### config.mk
export PLATFORM = sky130hd
export DESIGN_NAME = lruc_front
export DESIGN_NICKNAME = d
export VERILOG_FILES = /design/src/lru_image_tile_cache_core_macros.svh /design/src/lruc_pkg.sv /design/src/lruc_front.sv
export SDC_FILE = /design/constraint.sdc
export NUM_CORES = 1
export LEC_CHECK = 0
export BUFFER_PORTS_ARGS = -buffer_cell sky130_fd_sc_hd__buf_2
export CAP_MARGIN = 20
export CORE_ASPECT_RATIO = 2
export CORE_MARGIN = 3
export CORE_UTILIZATION = 55
export DETAILED_ROUTE_END_ITERATION = 8
export PLACE_DENSITY = 0.85
export SLEW_MARGIN = 0
export SYNTH_ARGS = -nofsm -noshare
export SYNTH_HDL_FRONTEND = slang
export SYNTH_SLANG_ARGS = --single-unit
### constraint.sdc
create_clock -name vclk -period 7.3
set_input_delay 0.73 -clock vclk [all_inputs]
set_output_delay 0.73 -clock vclk [all_outputs]
set_load 0.005 [all_outputs]
### src/lru_image_tile_cache_core_macros.svh
// Assertion macros for the tile cache RTL, included by lruc_back.
// Define ASSERT_OFF to compile the checks out.
`ifndef LRU_IMAGE_TILE_CACHE_CORE_MACROS_SVH
`define LRU_IMAGE_TILE_CACHE_CORE_MACROS_SVH
`ifndef ASSERT_OFF
`define LRUC_ASSERT(lbl, clk, rst, prop, msg) \
   lbl: assert property (@(posedge clk) disable iff (rst) prop) else $error(msg);
`define LRUC_NEVER(lbl, clk, rst, cond, msg) \
   lbl: assert property (@(posedge clk) disable iff (rst) !(cond)) else $error(msg);
`else
`define LRUC_ASSERT(lbl, clk, rst, prop, msg)
`define LRUC_NEVER(lbl, clk, rst, cond, msg)
`endif
`endif

### src/lruc_pkg.sv
// Shared types and constants for the LRU image tile cache.
// No dependencies.
package lruc_pkg;

   localparam int TILE_EDGE_DEF   = 256;
   localparam int CACHE_SLOTS_DEF = 64;
   localparam int TILE_COUNT_DEF  = 4096;

   localparam int QUEUE_DEPTH  = 2;
   localparam int TILE_FIELD_W = 16;
   localparam int CSR_DATA_W   = 15;

   localparam logic [14:0] WIDTH_RESET  = 15'd1;
   localparam logic [14:0] HEIGHT_RESET = 15'd1;
   localparam logic [2:0]  BPP_RESET    = 3'd1;
   localparam logic [6:0]  MAXT_RESET   = 7'd64;

   typedef enum logic [1:0] {
      CSR_IMAGE_WIDTH      = 2'd0,
      CSR_IMAGE_HEIGHT     = 2'd1,
      CSR_BYTES_PER_PIXEL  = 2'd2,
      CSR_MAX_CACHED_TILES = 2'd3
   } csr_index_type;

   typedef struct packed {
      logic        func;
      logic [13:0] x_pos;
      logic [13:0] y_pos;
   } req_type;

   typedef struct packed {
      logic        error;
      logic [5:0]  slot;
      logic [17:0] byte_offset;
      logic        miss;
      logic [11:0] tile_index;
      logic        evict_valid;
      logic [11:0] evicted_tile;
      logic        write_back;
      logic        load_from_swap;
   } rsp_type;

   // classified access handed from front to back
   typedef struct packed {
      logic                    error;
      logic                    func;
      logic [TILE_FIELD_W-1:0] tile;
      logic [17:0]             byte_offset;
   } mid_type;

endpackage

### src/lruc_front.sv
// Front part: range check, tile index and byte offset of one pixel access.
// Depends on lruc_pkg. TILE_EDGE is a power of two.
module lruc_front #(
   parameter int TILE_EDGE  = lruc_pkg::TILE_EDGE_DEF,
   parameter int TILE_COUNT = lruc_pkg::TILE_COUNT_DEF
) (
   input  lruc_pkg::req_type req_data,
   input  logic [14:0]       cfg_width,
   input  logic [14:0]       cfg_height,
   input  logic [2:0]        cfg_bpp,
   output lruc_pkg::mid_type mid_data
);
   import lruc_pkg::*;

   logic [15:0] wsum;
   logic [14:0] across;
   logic [13:0] tx, ty, col, row;
   logic [29:0] idx_full;
   logic [23:0] pix, boff;
   logic [2:0]  bpp;
   logic        outside;

   always_comb begin
      wsum     = {1'b0, cfg_width} + 16'(TILE_EDGE - 1);
      across   = 15'(wsum / TILE_EDGE);
      tx       = 14'(req_data.x_pos / TILE_EDGE);
      ty       = 14'(req_data.y_pos / TILE_EDGE);
      col      = 14'(req_data.x_pos % TILE_EDGE);
      row      = 14'(req_data.y_pos % TILE_EDGE);
      idx_full = 30'(ty) * 30'(across) + 30'(tx);
      // clamp odd pixel sizes into 1..4
      if (cfg_bpp == 3'd0) begin
         bpp = 3'd1;
      end else if (cfg_bpp > 3'd4) begin
         bpp = 3'd4;
      end else begin
         bpp = cfg_bpp;
      end
      pix  = 24'(row) * 24'(TILE_EDGE) + 24'(col);
      boff = 24'(bpp) * pix;
      outside = ({1'b0, req_data.x_pos} >= cfg_width)
             || ({1'b0, req_data.y_pos} >= cfg_height)
             || (idx_full >= 30'(TILE_COUNT));
      mid_data.error       = outside;
      mid_data.func        = req_data.func;
      mid_data.tile        = TILE_FIELD_W'(idx_full);
      mid_data.byte_offset = 18'(boff);
   end
endmodule

# Word level (Yosys, flattened, before mapping)
# Index checks and enable logic that the tools add are counted.
[op_classes] n_addsub=3 magnitude_cmp=4 n_mul=2 n_reduce_logical=3 mux=2
[ops] cell=">= comparator 14 x 15 -> 1 bit" count=2
[ops] cell="multiplier 3 x 17 -> 18 bit" count=1
[ops] cell="adder 16 x 8 -> 17 bit" count=1
[ops] cell="adder 15 x 8 -> 16 bit (second input constant)" count=1
[ops] cell="adder 14 x 6 -> 15 bit" count=1
[ops] cell=">= comparator 15 x 13 -> 1 bit (second input constant)" count=1
[ops] cell="multiplier 6 x 8 -> 14 bit" count=1
[ops] cell="2-to-1 mux 3 bit" count=2
[ops] cell="> comparator 3 bit (second input constant)" count=1
[ops] cell="zero test 3 bit" count=1
[ops] cell="logical OR 1 bit" count=2
[totals] reg_bits=0 out_inout_bits=36 inputBits=62 word_cells=14

# Longest topological paths before layout
[depth] ltp_word=5 ltp_mapped=23 depth_no_buf=22

# Worst setup path before layout
# OpenSTA, ideal clock, no wires.
[synth_path] path_kind="input -> output" from="input cfg_width[1]" to="output mid_data[35] in the netlist's numbering" required_time_ns=6.570 path_buffers=1 stages=23 slack_ns=0.702 t_arrival_ns=5.868 path_cell_list="nor4_1 -> a21oi_1 -> nand3_1 -> nor2_1 -> nand2_1 -> xnor2_1 -> nand2b_1 -> fa_1 -> fa_1 -> inv_1 -> fa_1 -> inv_1 -> fa_1 -> inv_1 -> ha_1 -> o211ai_1 -> nand2_1 -> a41oi_2 -> o21ai_2 -> a311oi_1 -> a221oi_1 -> or4_1 -> buf_4"
[synth_rtl] item="start, declared" line_no="lruc_front.sv:8" text="input logic [14:0] cfg_width,"
[synth_rtl] item="end, declared" line_no="lruc_front.sv:11" text="output lruc_pkg::mid_type mid_data"

==> results.yml <==
run_status:
  status: "finished, final reports clean"
cells_and_area:
  regArea_sq_um: 0
  nFlopsAndLatches: 0
  multi_input_area_sq_um: 3630
  final_cells: 664
  layout.nets: 766
  drive_gt1_share_pct: 19.8
  fill_cells: 597
  syn_to_final_growth_pct: 16.9
  clkbuf_count: 0
  antennaDiodeCount: 0
critical_path:
  cp.arrival_ns: 6.35
  startpoint_type: "primary input"
  crit_fanout: 6
  worstSetupPathType: "in -> out"
  cp.required_ns: 6.57
  crit_path_end_kind: "output pin"
floorplanning:
  initial_core_util_pct: 57.8
  num_rows: 42
  dieArea_sq_um: 8180
  core_sq_um: 6730
  fp.dieW_um: 65.5
  die_h_um: 125
  io_pins: 98
routing:
  drtAntennaViolNets: 0
  wl_per_cell_um: 14.8
  drt_iter0_drc: 138
  avgViaCountPerCell: 5.67
  totalWireLength_um: 9850
  drt-pass1-iter-count: 4
  route.detailed.drc: 0
  via_count: 3765
sta:
  fin_crit_sh_pct: 97.0
  max_freq_mhz: 141
  finalHoldViolations: 0
  drv_slew: 0
  fin_setup_tns_ns: 0
  worst_pin_slew_ns: 0.546
  slew-limit-headroom_pct: 63.5
  final-setup-viol-count: 0
  fin_crit_ns: 7.08
pwr:
  power_density_nw_per_um2: 158
  vdd_ir_drop_max_uv: 261
  leakage_nw: 2.65
synthesis:
  synth_area_per_cell_sq_um: 8.07
  netlist_instances: 482
  syn-num-nets: 670
  synth_warnings: 0
  seq_area_frac_synth_pct: 0
  yosysUniqueCellTypes: 46
  synth_area_sq_um: 3890
global_routing:
  grt_start_max_net_pins: 19
  grt_antenna_before_repair: 0
  grt_pass1_wl_um: 16600
  grt_pass1_vias: 4012
  gr-total-overflow: 0
  grtUsageTotal_pct: 24.3
run:
  max_cap_violations: 0
place:
  hpwl_um: 8720
  finalWeightedCongestion: 0.900
  port_buffers: 95
  dp.cells: 662
worst_hold_path:
  hold_path.class: "in -> out"
==> kinds of logic after synthesis <==
logic type,share of synthesized area (%)
mux,0.257
fa+ha+maj,48.8
other cells,0.0964
buf+inv,8.49
simple gates,20.1
xor+xnor,6.75
compound gates,15.5
==> cells in the mapped netlist, types with 2 or more instances <==
master,instances,area (sq um)
ha_1,83,1040
inv_1,78,293
nand2_1,52,195
fa_1,43,861
nor2b_1,33,206
a21oi_1,27,135
and2_1,24,150
xnor2_1,24,210
o21ai_0,14,70.1
a21o_1,13,97.6
nor2_1,13,48.8
nand2b_1,8,50.1
nand3_1,6,30.0
xor2_1,6,52.6
a211oi_1,4,30.0
and3_1,4,25.0
clkbuf_1,4,15.0
o21bai_1,4,30.0
a221oi_1,3,26.3
buf_4,3,22.5
o211ai_1,3,22.5
a211o_1,2,17.5
a31oi_1,2,12.5
nand4_1,2,12.5
nor3_1,2,10.0
nor4_1,2,12.5
o2111ai_1,2,17.5
o21a_1,2,15.0
o21ai_2,2,17.5
==> worst paths after layout <==
path	from	end	slack [ns]	depth (start not counted)
hold / removal	req_data[28]	mid_data[34]	1.46	0
setup / recovery	cfg_width[0]	mid_data[35]	0.22	24
==> critical path, stage by stage <==
cell      delay [ns]
buf_2           0.12
nor4_4          0.06
a21oi_2         0.21
nand3_1         0.18
nor2_2          0.19
nand2_1         0.15
xnor2_4         0.22
nand2b_1        0.19
fa_1            0.47
fa_1            0.50
inv_1           0.06
fa_1            0.53
inv_1           0.05
fa_1            0.50
inv_1           0.04
ha_1            0.34
o211ai_1        0.20
nand2_1         0.10
a41oi_2         0.29
o21ai_2         0.11
a311oi_1        0.32
a221oi_1        0.12
or4_1           0.51
buf_2           0.14
==> stage by stage <==
step           util, %  hold slack, ns  setup WS, ns  instance area (sq um)  power, W
2_1_floorplan        -            1.54         0.702                   3890  0.000491
3_3_place_gp      66.4            1.46         0.241                   4470  0.000690
3_5_place_dp      66.4            1.46        0.0138                   4470  0.000716
4_1_cts           66.5            1.46        0.0335                   4480  0.000720
5_1_grt           67.6            1.46       -0.0560                   4550  0.000809
6_report          67.6            1.46         0.222                   4550  0.000720
==> timing repair <==
action / CTS / global route
hold buffers: 0 / 0
buffers inserted: 0 / 1
endpoints found under the setup margin: 1 / 1
pin swaps: 0 / 2
resized for setup: 1 / 9
==> power by group <==
group	internal, W	switching [W]	total (W)
combinational	0.000332	0.000388	0.000720
clock	0	0	0
sequential	0	0	0
==> cell usage in the layout, fill, tap and decap left out, types with 13 or more instances in the layout <==
| cell type | netlist | routed |
|---|---|---|
| xnor2_1 | 24 | 22 |
| nor2b_1 | 33 | 33 |
| ha_1 | 83 | 83 |
| fa_1 | 43 | 43 |
| o21ai_0 | 14 | 14 |
| buf_2 | 0 | 95 |
| inv_1 | 78 | 78 |
| and2_1 | 24 | 24 |
| a21o_1 | 13 | 13 |
| a21oi_1 | 27 | 26 |
| nand2_1 | 52 | 52 |
==> routing by layer <==
layer  global-route usage (%)  up-vias  share of wire, %
met5                        0        -                 0
met3                    0.987       30               4.2
li1                         -     1788                 -
met1                     23.7     1800                33
met4                     7.33        0               3.9
met2                     51.0      147                59
==> final cells by class <==
class / instances / share of cell area, %
multi-input cells: 397 / 79.7
repair buffers: 101 / 11.4
well taps: 88 / 2.42
inverters: 78 / 6.44
(Power assumes the default switching activity.)
