===== config.mk =====
export PLATFORM = sky130hd
export DESIGN_NAME = lruc_fifo
export DESIGN_NICKNAME = d
export VERILOG_FILES = /design/src/lru_image_tile_cache_core_macros.svh /design/src/lruc_fifo.sv
export SDC_FILE = /design/constraint.sdc
export NUM_CORES = 1
export LEC_CHECK = 0
export ABC_CLOCK_PERIOD_IN_PS = 4200
export BUFFER_PORTS_ARGS = -buffer_cell sky130_fd_sc_hd__buf_2
export CORE_UTILIZATION = 45
export DETAILED_ROUTE_END_ITERATION = 12
export HOLD_SLACK_MARGIN = 0.06
export MAX_ROUTING_LAYER = met4
export PLACE_DENSITY = 0.7
export SLEW_MARGIN = 25
export SYNTH_ARGS = -nofsm -noshare
export SYNTH_HDL_FRONTEND = slang
export SYNTH_SLANG_ARGS = --single-unit

===== constraint.sdc =====
create_clock -name clock -period 4.2 [get_ports clock]
set_input_delay 0.84 -clock clock [delete_from_list [all_inputs] [get_ports clock]]
set_output_delay 0.84 -clock clock [all_outputs]
set_load 0.1 [all_outputs]

===== src/lru_image_tile_cache_core_macros.svh =====
// Assertion macros for the tile cache RTL, included by lruc_back.
// Define ASSERT_OFF to compile the checks out.
`ifndef LRU_IMAGE_TILE_CACHE_CORE_MACROS_SVH
`define LRU_IMAGE_TILE_CACHE_CORE_MACROS_SVH
`ifndef ASSERT_OFF
`define LRUC_ASSERT(lbl, clk, rst, prop, msg) \
   lbl: assert property (@(posedge clk) disable iff (rst) prop) else $error(msg);
`define LRUC_NEVER(lbl, clk, rst, cond, msg) \
   lbl: assert property (@(posedge clk) disable iff (rst) !(cond)) else $error(msg);
`else
`define LRUC_ASSERT(lbl, clk, rst, prop, msg)
`define LRUC_NEVER(lbl, clk, rst, cond, msg)
`endif
`endif


===== src/lruc_fifo.sv =====
// Small register queue used between pipeline parts.
// Depends on nothing but its parameters.
module lruc_fifo #(
   parameter int WIDTH = 8,
   parameter int DEPTH = 2
) (
   input  logic             clock,
   input  logic             reset,
   input  logic             push,
   input  logic [WIDTH-1:0] push_data,
   output logic             full,
   input  logic             pop,
   output logic [WIDTH-1:0] pop_data,
   output logic             empty
);
   localparam int PW = (DEPTH > 1) ? $clog2(DEPTH) : 1;
   localparam int CW = $clog2(DEPTH + 1);

   logic [WIDTH-1:0] data_ff [DEPTH];
   logic [PW-1:0]    wr_ff, wr_in, rd_ff, rd_in;
   logic [CW-1:0]    count_ff, count_in;
   logic             do_push, do_pop;

   assign full     = (count_ff == CW'(DEPTH));
   assign empty    = (count_ff == '0);
   assign pop_data = data_ff[rd_ff];
   assign do_push  = push && !full;
   assign do_pop   = pop && !empty;

   always_comb begin
      wr_in    = wr_ff;
      rd_in    = rd_ff;
      count_in = count_ff;
      if (do_push) begin
         wr_in = (wr_ff == PW'(DEPTH - 1)) ? '0 : wr_ff + PW'(1);
      end
      if (do_pop) begin
         rd_in = (rd_ff == PW'(DEPTH - 1)) ? '0 : rd_ff + PW'(1);
      end
      if (do_push && !do_pop) begin
         count_in = count_ff + CW'(1);
      end else if (do_pop && !do_push) begin
         count_in = count_ff - CW'(1);
      end
   end

   always_ff @(posedge clock) begin
      if (reset) begin
         wr_ff    <= '0;
         rd_ff    <= '0;
         count_ff <= '0;
      end else begin
         wr_ff    <= wr_in;
         rd_ff    <= rd_in;
         count_ff <= count_in;
      end
   end

   always_ff @(posedge clock) begin
      if (do_push) begin
         data_ff[wr_ff] <= push_data;
      end
   end
endmodule


# Word level (Yosys, flattened, before mapping)
# Memories as Yosys holds them, arrays and structs flattened. A register that Yosys moved wholly into a read port is not among the register bits.
# Cells that the tools add are included.
# W data, S select, Z words.
# op_classes
n_addsub,4
n_mul,0
div,0
magnitude_cmp,0
eq_ne,1
shifts,0
mux,8
bitwise,0
reduce_logical,10
# ops
op,n
$mux W1,6
$logic_and A1 B1 Y1,4
$logic_not A1 Y1,4
$mux W2,2
$add A1 B1 Y1 const B,2
$add A2 B1 Y2 const B,1
$eq A2 B2 Y1 const B,1
$logic_not A2 Y1,1
$reduce_bool A2 Y1,1
$sub A2 B1 Y2 const B,1
# totals
register_bits,4
latchBits,0
mem_bits_rw,16
mem_bits_ro,0
out_inout_bits,10
n_memories,1
# memory_table
memory,depth,word_bits,read_ports,rd_clocked_by_memory_dff,write_ports,line_no,source
data_ff,2,8,1,1,1,lruc_fifo.sv:19,logic [WIDTH-1:0] data_ff [DEPTH];

# Longest topological paths before layout
# Gate-level depths: netlist (run 1).
# depth
depth_word,7
depth_mapped,6
ltp_nobuf,6

# Worst setup path before layout (run 1)
# Ideal clock, no wire load.
# synth_path
kind,register to output
startpoint,reg count_ff[0]
endpoint,out empty
arrival_time_ns,1.618
t_required_ns,3.360
path_slack_ns,1.742
path_stages_with_launch,2
path_buffers,0
path_cell_list,dfxtp_1 -> nor2_1
# synth_via
elab_chain_cells,1
# synth_rtl
element,line_no,source
"start, declared",lruc_fifo.sv:21,"logic [CW-1:0] count_ff, count_in;"
"start signal, assigned",lruc_fifo.sv:55,count_ff <= count_in;
$logic_not A2 Y1,lruc_fifo.sv:25,assign empty = (count_ff == '0);
"end, declared",lruc_fifo.sv:14,output logic empty
# No other way between the ends.

==> impl_metrics.py, run 1 <==
metrics = {
    "clocking": {
        "clkTransAtPathRegs_ns": 0.12,
        "cts_root_buf": "clkbuf_4",
        "cts_resized": 0,
        "cts_buffers": 3,
        "post_cts_buffers": 0,
        "clk_latency_ns": 0.30,
        "clock-sinks": 21,
        "clk_path_buf_depth": 2,
        "cts_hold_buf": 0,
        "cts_tree": "yes",
        "cts_max_level": 1,
    },
    "floorplanning": {
        "core-area_um2": 1577,
        "ios": 22,
        "dieArea_um2": 1935,
        "rows": 14,
        "start_util_pct": 50.32,
        "die_y_um": 43.99,
        "die_w_um": 43.99,
    },
    "place": {
        "hpwl_um": 859.5,
        "port_buffers": 21,
        "dp_slack_ns": 2.171,
        "gp_congestion": 0.7036,
    },
    "synthesis": {
        "synth_cells": 50,
        "ys_types": 13,
        "synth.avg_cell_area_um2": 15.87,
        "syn-cell-area_um2": 793.3,
        "synth_seq_cells": 21,
        "yosysWarnings": 0,
        "syn_nets": 63,
        "synth_seq_area_share_pct": 73.19,
    },
    "finish": {
        "antennaDiodeCount": 0,
        "register_area_um2": 580.6,
        "nNetsFinal": 88,
        "filler_cell_count": 122,
        "drive_gt1_share_pct": 45.95,
        "multiInputGateArea_um2": 200.2,
        "syn_to_final_growth_pct": 18.93,
    },
    "critical_path": {
        "critPathArrivalTime_ns": 1.50,
        "end_kind": "output pin",
        "r2r_start": "count_ff[0]$_SDFFE_PP0P_",
        "critPathKind": "reg -> out",
        "cp.required_ns": 3.36,
        "startpoint_type": "register",
        "crit_fanout": 8,
    },
    "hold_path": {
        "min_from": "wr_ff$_SDFFE_PP0N_",
        "holdCritPathClass": "reg -> reg",
    },
    "timing": {
        "fin_tns_setup_ns": 0,
        "finClkSkew_ns": 0.01098,
        "finalHoldViolations": 0,
        "fin_crit_ns": 2.341,
        "finalSetupViolations": 0,
        "tightest_slew_ns": 0.4860,
        "holdWs_ns": 0.5016,
        "slew_headroom_pct": 67.82,
        "worst_slack_ns": 1.859,
        "clock.fmax_mhz": 427.2,
        "post-route-period-util_pct": 55.74,
        "drv_slew": 0,
        "rsz0062_at_grt": "false",
    },
    "drt": {
        "wire_per_inst_um": 12.78,
        "routed_wl_mm": 1.150,
        "drtIter0Drc": 8,
        "postRouteAntennaNets": 0,
        "vias": 478,
        "drc_errors": 0,
        "via_per_inst": 5.311,
        "drtPass1Iterations": 6,
    },
    "global_routing": {
        "grt_pass1_vias": 439,
        "grt_util_all_layers_pct": 14.43,
        "antenna_found_initial": 0,
        "grt.overflow.total": 0,
        "grt_max_degree": 14,
        "grt_pass1_wl_mm": 1.800,
    },
    "flow_run": {
        "cap_violations": 0,
    },
    "run_status": {
        "status": "finished clean",
    },
}
flip-flops by register name (all words and copies together), names as in the netlist, named ones only:
signal / cells
wr_ff: 1
rd_ff: 1
data_ff: 16
count_ff: 2
kinds of logic after synthesis:
logic type / share of synthesized area [%]
simple gates: 5.837
buf+inv: 1.577
compound gates: 3.154
fa+ha+maj: 1.577
flops: 73.19
mux: 11.36
xor+xnor: 3.313
cells in the mapped netlist, drive strengths merged:
| master | number | area [µm²] |
|---|---|---|
| a21oi | 2 | 10.01 |
| mux2 | 8 | 90.09 |
| ha | 1 | 12.51 |
| and2 | 1 | 6.260 |
| o21ai | 3 | 15.01 |
| nor2 | 5 | 18.77 |
| or3 | 2 | 12.51 |
| buf | 1 | 5.000 |
| dfxtp | 5 | 100.1 |
| xor2 | 3 | 26.28 |
| edfxtp | 16 | 480.5 |
| nor2b | 1 | 8.760 |
| inv | 2 | 7.510 |
final timing paths:
check / end / depth (start not counted) / slack, ns
setup / recovery: pop_data[1] / 2 / 1.86
hold / removal: wr_ff$_SDFFE_PP0N_ / 2 / 0.50
setup reg to reg: count_ff[1]$_SDFFE_PP0P_ / 4 / 2.57
hold reg to reg: wr_ff$_SDFFE_PP0N_ / 2 / 0.50
layout by cell type (no fill, tap or decap):
master      count
a21oi_1         2
and2_1          1
buf_2          21
clkbuf_4        3
clkinvlp_4      1
dfxtp_1         5
edfxtp_1       16
ha_1            1
inv_1           2
mux2_2          8
nor2_1          5
nor2b_2         1
o21ai_0         3
or3_1           2
xor2_1          3
final cells by class:
cell class              instances  area share (%)
flip-flops and latches         21           61.54
multi-input cells              26           21.22
clock buffers                   3           2.387
repair buffers                 21           11.14
clock inverters                 1          0.7958
well taps                      16           2.122
inverters                       2          0.7958
per-layer routing:
metal  part of all wire, %  global-route usage, %
met5                     0                      -
met3                   6.2                  5.833
met2                    52                  22.99
met4                   1.5                  10.30
met1                    40                  14.09
critical path, cell delays in order (launching register included):
cell	delay, ns
dfxtp_1	0.53
mux2_2	0.37
buf_2	0.29
per-stage QoR:
stage	std cells	util (%)	cell area, µm²
5_1_grt	90	59.84	943.4
2_1_floorplan	50	-	793.3
6_report	90	59.84	943.4
3_5_place_dp	86	57.94	913.4
3_3_place_gp	86	57.94	913.4
4_1_cts	90	59.84	943.4
Power of run 1 is not shown: default switching activity piles up to over one toggle a cycle in this logic, so the estimate is an artifact.
==> inputs of run 2 (changes only) <==
- ABC_AREA: unset -> 1
- ABC_CLOCK_PERIOD_IN_PS: 4200 -> 2000
- CORE_UTILIZATION: 45 -> 44
- PLACE_DENSITY: 0.7 -> 0.71
- clock period: 4.2 -> 2 ns (I/O delays scaled with it)
==> run 2 against run 1 <==
  * Register-to-register slack lost 2.0 ns
  * Via count grew 11%
  * Design area grew 6.8%
  * Wire length shrank 0.52%
==> impl_metrics.py, run 2 <==
metrics = {
    "floorplanning": {
        "core-area_um2": 1745,
        "die_y_um": 45.39,
        "start_util_pct": 47.46,
        "die_w_um": 45.39,
        "rows": 15,
        "dieArea_um2": 2060,
        "ios": 22,
    },
    "drt": {
        "routed_wl_mm": 1.144,
        "drtIter0Drc": 8,
        "vias": 530,
        "drc_errors": 0,
        "postRouteAntennaNets": 0,
        "via_per_inst": 4.690,
        "wire_per_inst_um": 10.12,
        "drtPass1Iterations": 4,
    },
    "clocking": {
        "clkTransAtPathRegs_ns": 0.12,
        "cts_resized": 0,
        "cts_hold_buf": 0,
        "clock-sinks": 21,
        "cts_tree": "yes",
        "cts_max_level": 1,
        "clk_latency_ns": 0.30,
        "cts_buffers": 3,
        "post_cts_buffers": 0,
        "clk_path_buf_depth": 2,
        "cts_root_buf": "clkbuf_4",
    },
    "finish": {
        "syn_to_final_growth_pct": 21.60,
        "nNetsFinal": 102,
        "drive_gt1_share_pct": 47.73,
        "largest_reg_flops": 16,
        "reg_top3": "data_ff (16), count_ff (2)",
        "top_register": "data_ff",
        "finalNonFillerCells": 113,
        "final_cell_mix": "buf_2, edfxtp_1, mux2_2, inv_1, nor2_1",
        "filler_cell_count": 143,
        "final_common_cell": "buf_2",
        "antennaDiodeCount": 0,
    },
    "global_routing": {
        "grt_util_all_layers_pct": 12.28,
        "met3_usage_pct": 3.571,
        "grtUsageMet1_pct": 13.65,
        "antenna_found_initial": 0,
        "grt.overflow.total": 0,
        "met2_usage_pct": 17.71,
        "grt_max_degree": 13,
        "grt_busiest_layer": "met2",
        "grt_pass1_vias": 409,
        "grt_pass1_wl_mm": 1.566,
    },
    "timing": {
        "finClkSkew_ns": 0.008934,
        "fin_tns_setup_ns": 0,
        "post-route-period-util_pct": 96.03,
        "clock.fmax_mhz": 520.7,
        "finalHoldViolations": 0,
        "finalSetupViolations": 0,
        "slew_headroom_pct": 67.81,
        "tightest_slew_ns": 0.4862,
        "drv_slew": 0,
        "rsz0062_at_grt": "false",
        "fin_crit_ns": 1.921,
    },
    "place": {
        "hpwl_um": 836.3,
        "dp.cells": 109,
        "port_buffers": 21,
        "gp_congestion": 0.7077,
    },
    "synthesis": {
        "syn_nets": 75,
        "synth-main-ff-cell": "edfxtp_1",
        "yosysWarnings": 0,
        "synth_seq_area_share_pct": 70.09,
        "synth.avg_cell_area_um2": 13.36,
        "synth_cells": 62,
        "synth_area_leaders": "edfxtp_1, dfxtp_1, mux2_2",
        "synth_top_cell_area_share_pct": 58.01,
        "synthArstFlopShare_pct": 0,
        "synth_common_cells": "edfxtp_1, nor2_1, mux2_2",
        "synth_seq_cells": 21,
        "syn-cell-area_um2": 828.3,
        "synth_top_area_cell": "edfxtp_1",
        "ys_types": 16,
        "synth_edf_count": 16,
        "synth_most_common_cell": "edfxtp_1",
    },
    "hold_path": {
        "holdCritPathClass": "in -> reg",
    },
    "critical_path": {
        "crit_fanout": 8,
        "critPathKind": "reg -> out",
        "critPathArrivalTime_ns": 1.52,
        "cp.required_ns": 1.60,
        "end_kind": "output pin",
        "startpoint_type": "register",
    },
    "flow_run": {
        "cap_violations": 0,
    },
    "run_status": {
        "status": "finished clean",
    },
}
[run 2: path summary, 6_finish.rpt]
| path | from | to | slack (ns) | depth (start not counted) |
|---|---|---|---|---|
| setup / recovery | register | pop_data[4] | 0.08 | 2 |
| hold / removal | push_data[0] | data_ff[1][0]$_DFFE_PP_ | 0.29 | 1 |
| setup reg to reg | count_ff[0]$_SDFFE_PP0P_ | data_ff[1][3]$_DFFE_PP_ | 0.54 | 3 |
| hold reg to reg | wr_ff$_SDFFE_PP0N_ | wr_ff$_SDFFE_PP0N_ | 0.52 | 2 |
[run 2: cell families after synthesis]
| group | Yosys count | share of synthesized area (%) |
|---|---|---|
| AO/OA/AOI/OAI | 6 | 4.531 |
| adder cells (fa/ha/maj) | 1 | 1.510 |
| buffers and inverters | 10 | 4.683 |
| flip-flops | 21 | 70.09 |
| multiplexers | 8 | 10.88 |
| AND/OR/NAND/NOR | 16 | 8.307 |
[run 2: area by class of cell]
class | count | area (µm²) | share of cell area, %
clock buffer | 3 | 22.52 | 2.236
clock inverter | 1 | 5.005 | 0.4969
inverter | 9 | 33.78 | 3.354
timing repair buffer | 23 | 120.1 | 11.93
tap | 25 | 31.28 | 3.106
sequential | 21 | 580.6 | 57.64
multi-input combinational | 31 | 214.0 | 21.24
[run 2: layer usage]
layer / vias to the layer above / wire length (µm)
met5: - / 0
met4: 0 / 31
met3: 4 / 41
met2: 16 / 541
met1: 242 / 529
li1: 268 / -
[run 2: critical path: stages (launching register included)]
cell     delay (ns)
dfxtp_1        0.55
mux2_2         0.38
buf_2          0.29
[run 2: through the flow]
| step | instance area [µm²] | util, % | setup slack (ns) | hold WS (ns) |
|---|---|---|---|---|
| after CTS | 1007 | 57.71 | 0.04068 | 0.2769 |
| after detailed placement | 979.7 | 56.13 | 0.3889 | 0.5059 |
| after global routing | 1007 | 57.71 | 0.01349 | 0.2654 |
| after floorplan | 833.3 | - | 0.3462 | 0.4741 |
| final | 1007 | 57.71 | 0.07948 | 0.2858 |
| after global placement | 979.7 | 56.13 | 0.4073 | 0.4909 |
Power of run 2 is left out for the same reason.
==> inputs of run 3 (changes only) <==
--- a/config.mk
+++ b/config.mk
@@ -9,9 +9,8 @@
 export ABC_CLOCK_PERIOD_IN_PS = 2000
 export BUFFER_PORTS_ARGS = -buffer_cell sky130_fd_sc_hd__buf_2
-export CORE_UTILIZATION = 44
+export CORE_UTILIZATION = 25
 export DETAILED_ROUTE_END_ITERATION = 12
 export HOLD_SLACK_MARGIN = 0.06
 export MAX_ROUTING_LAYER = met4
-export PLACE_DENSITY = 0.71
 export SLEW_MARGIN = 25
 export SYNTH_ARGS = -nofsm -noshare
==> constraint.sdc (replaced) <==
create_clock -name clock -period 2 [get_ports clock]
set_input_delay 0.4 -clock clock [delete_from_list [all_inputs] [get_ports clock]]
set_output_delay 0.4 -clock clock [all_outputs]
set_load 0.02 [all_outputs]
==> run 3 against run 2 <==
  * First-iteration DRC count rose by 75%
  * Global-route usage down 4.1 points
  * Design area rose by 1.9%
  * Register-to-register slack improved by 0.02 ns
  * Sequential cell count stayed put
  * Non-clock buffer count is the same
==> impl_metrics.py, run 3 (same netlist as run 2, synthesis figures left out) <==
metrics = {
    "clocking": {
        "cts_hold_buf": 0,
        "clkTransAtPathRegs_ns": 0.11,
        "clk_latency_ns": 0.30,
        "cts_root_buf": "clkbuf_4",
        "post_cts_buffers": 0,
        "cts_buffers": 3,
        "cts_tree": "yes",
        "clk_path_buf_depth": 2,
        "cts_max_level": 1,
        "cts_resized": 0,
        "clock-sinks": 21,
    },
    "critical_path": {
        "rr_endpoint": "count_ff[1]$_SDFFE_PP0P_",
        "critPathSlowestCell": "dfxtp_1",
        "r2r_slack_ns": 0.56,
        "startpoint_type": "register",
        "r2r_cells": 9,
        "path_cells": "mux2_2, buf_2",
        "critPathKind": "reg -> out",
        "cp.required_ns": 1.60,
        "crit_fanout": 8,
        "critPathArrivalTime_ns": 1.41,
        "critPathMaxStageDelay_ns": 0.56,
        "r2r_start": "count_ff[1]$_SDFFE_PP0P_",
        "end_kind": "output pin",
    },
    "timing": {
        "drv_slew": 0,
        "rsz0062_at_grt": "false",
        "post-route-period-util_pct": 90.29,
        "finalHoldViolations": 0,
        "finClkSkew_ns": 0.001894,
        "clock.fmax_mhz": 553.8,
        "fin_crit_ns": 1.806,
        "finalSetupViolations": 0,
        "tightest_slew_ns": 0.3771,
        "slew_headroom_pct": 74.82,
        "fin_tns_setup_ns": 0,
    },
    "place": {
        "port_buffers": 21,
        "gp_congestion": 0.6224,
        "hpwl_um": 905.7,
    },
    "hold_path": {
        "holdCritPathClass": "in -> reg",
        "holdPathEnd": "data_ff[1][1]$_DFFE_PP_",
        "min_from": "push_data[1]",
        "whs_path_depth": 1,
    },
    "finish": {
        "antennaDiodeCount": 0,
        "largest_reg_flops": 16,
        "syn_to_final_growth_pct": 23.87,
        "register_area_um2": 580.6,
        "final_cell_mix": "buf_2, edfxtp_1, nor2_1, mux2_2, inv_1",
        "top_register": "data_ff",
        "reg_top3": "data_ff (16), count_ff (2)",
        "nNetsFinal": 102,
        "drive_gt1_share_pct": 45.45,
        "utilization_pct": 33.06,
        "multiInputGateArea_um2": 209.0,
        "final_common_cell": "buf_2",
        "filler_cell_count": 331,
    },
    "global_routing": {
        "grt_max_degree": 13,
        "grt.overflow.total": 0,
        "antenna_found_initial": 0,
        "grt_pass1_vias": 503,
        "grt_pass1_wl_mm": 2.021,
        "grt_util_all_layers_pct": 8.227,
    },
    "power_and_ir_drop": {
        "total_leakage_power_nw": 0.4188,
        "vdd_ir_drop_max_uv": 480.3,
        "pwr_density_cell_nw_per_um2": 1198,
        "finalPower_mw": 1.229,
    },
    "floorplanning": {
        "rows": 20,
        "core-area_um2": 3103,
        "die_w_um": 59.56,
        "ios": 22,
        "start_util_pct": 26.69,
        "dieArea_um2": 3547,
        "die_y_um": 59.56,
    },
    "drt": {
        "drtPass1Iterations": 4,
        "wire_per_inst_um": 9.288,
        "routed_wl_mm": 1.226,
        "drtIter0Drc": 14,
        "via_per_inst": 3.902,
        "postRouteAntennaNets": 0,
        "vias": 515,
        "drc_errors": 0,
    },
    "run_status": {
        "status": "finished clean",
    },
    "flow_run": {
        "cap_violations": 0,
    },
}
-- run 3: cell counts in the layout (fill, tap and decap cells not counted) --
No cell type changed its count.
-- run 3: worst max path at each step --
stage | cells after the start | end | startpoint | slack (ns)
after floorplan | 2 | data_ff[1][0]$_DFFE_PP_ | count_ff[0]$_SDFFE_PP0P_ | 0.68
after global placement | 2 | pop_data[0] | register | 0.52
after detailed placement | 2 | pop_data[0] | register | 0.52
after CTS | 2 | pop_data[0] | register | 0.16
after global routing | 2 | pop_data[5] | register | 0.11
final | 2 | pop_data[0] | register | 0.19
-- run 3: through the flow --
stage / cells / area (µm²) / hold slack (ns) / worst slack (ns)
2_1_floorplan: 62 / 828.3 / 0.4741 / 0.6788
3_3_place_gp: 128 / 998.5 / 0.4885 / 0.5235
3_5_place_dp: 128 / 998.5 / 0.4996 / 0.5158
4_1_cts: 132 / 1026 / 0.2760 / 0.1605
5_1_grt: 132 / 1026 / 0.2661 / 0.1134
6_report: 132 / 1026 / 0.2841 / 0.1942
-- run 3: report_power, final --
part	internal, mW	switching, mW
Combinational	0.176	0.240
Clock	0.0745	0.122
Sequential	0.556	0.0610
-- run 3: area by class of cell --
class,count,share of cell area [%]
tap,44,5.366
clock inverter,1,0.4878
sequential,21,56.59
timing repair buffer,23,11.71
multi-input combinational,31,20.37
clock buffer,3,2.195
inverter,9,3.293
-- run 3: layer usage --
metal  wire length [µm]  vias to the layer above  track usage [%]
met5                  0                        -                -
met4                 10                        0            3.987
met3                 92                        2            2.620
met2                573                       18            13.80
met1                549                      230            8.731
li1                   -                      265                -
-- run 3: critical path, delay by kind of cell, from the launching register on --
kind                   cells  cell delay (ns)
DFF                        1             0.56
muxes                      1             0.39
buffers and inverters      1             0.16
Power figures use the tool's default switching activity.
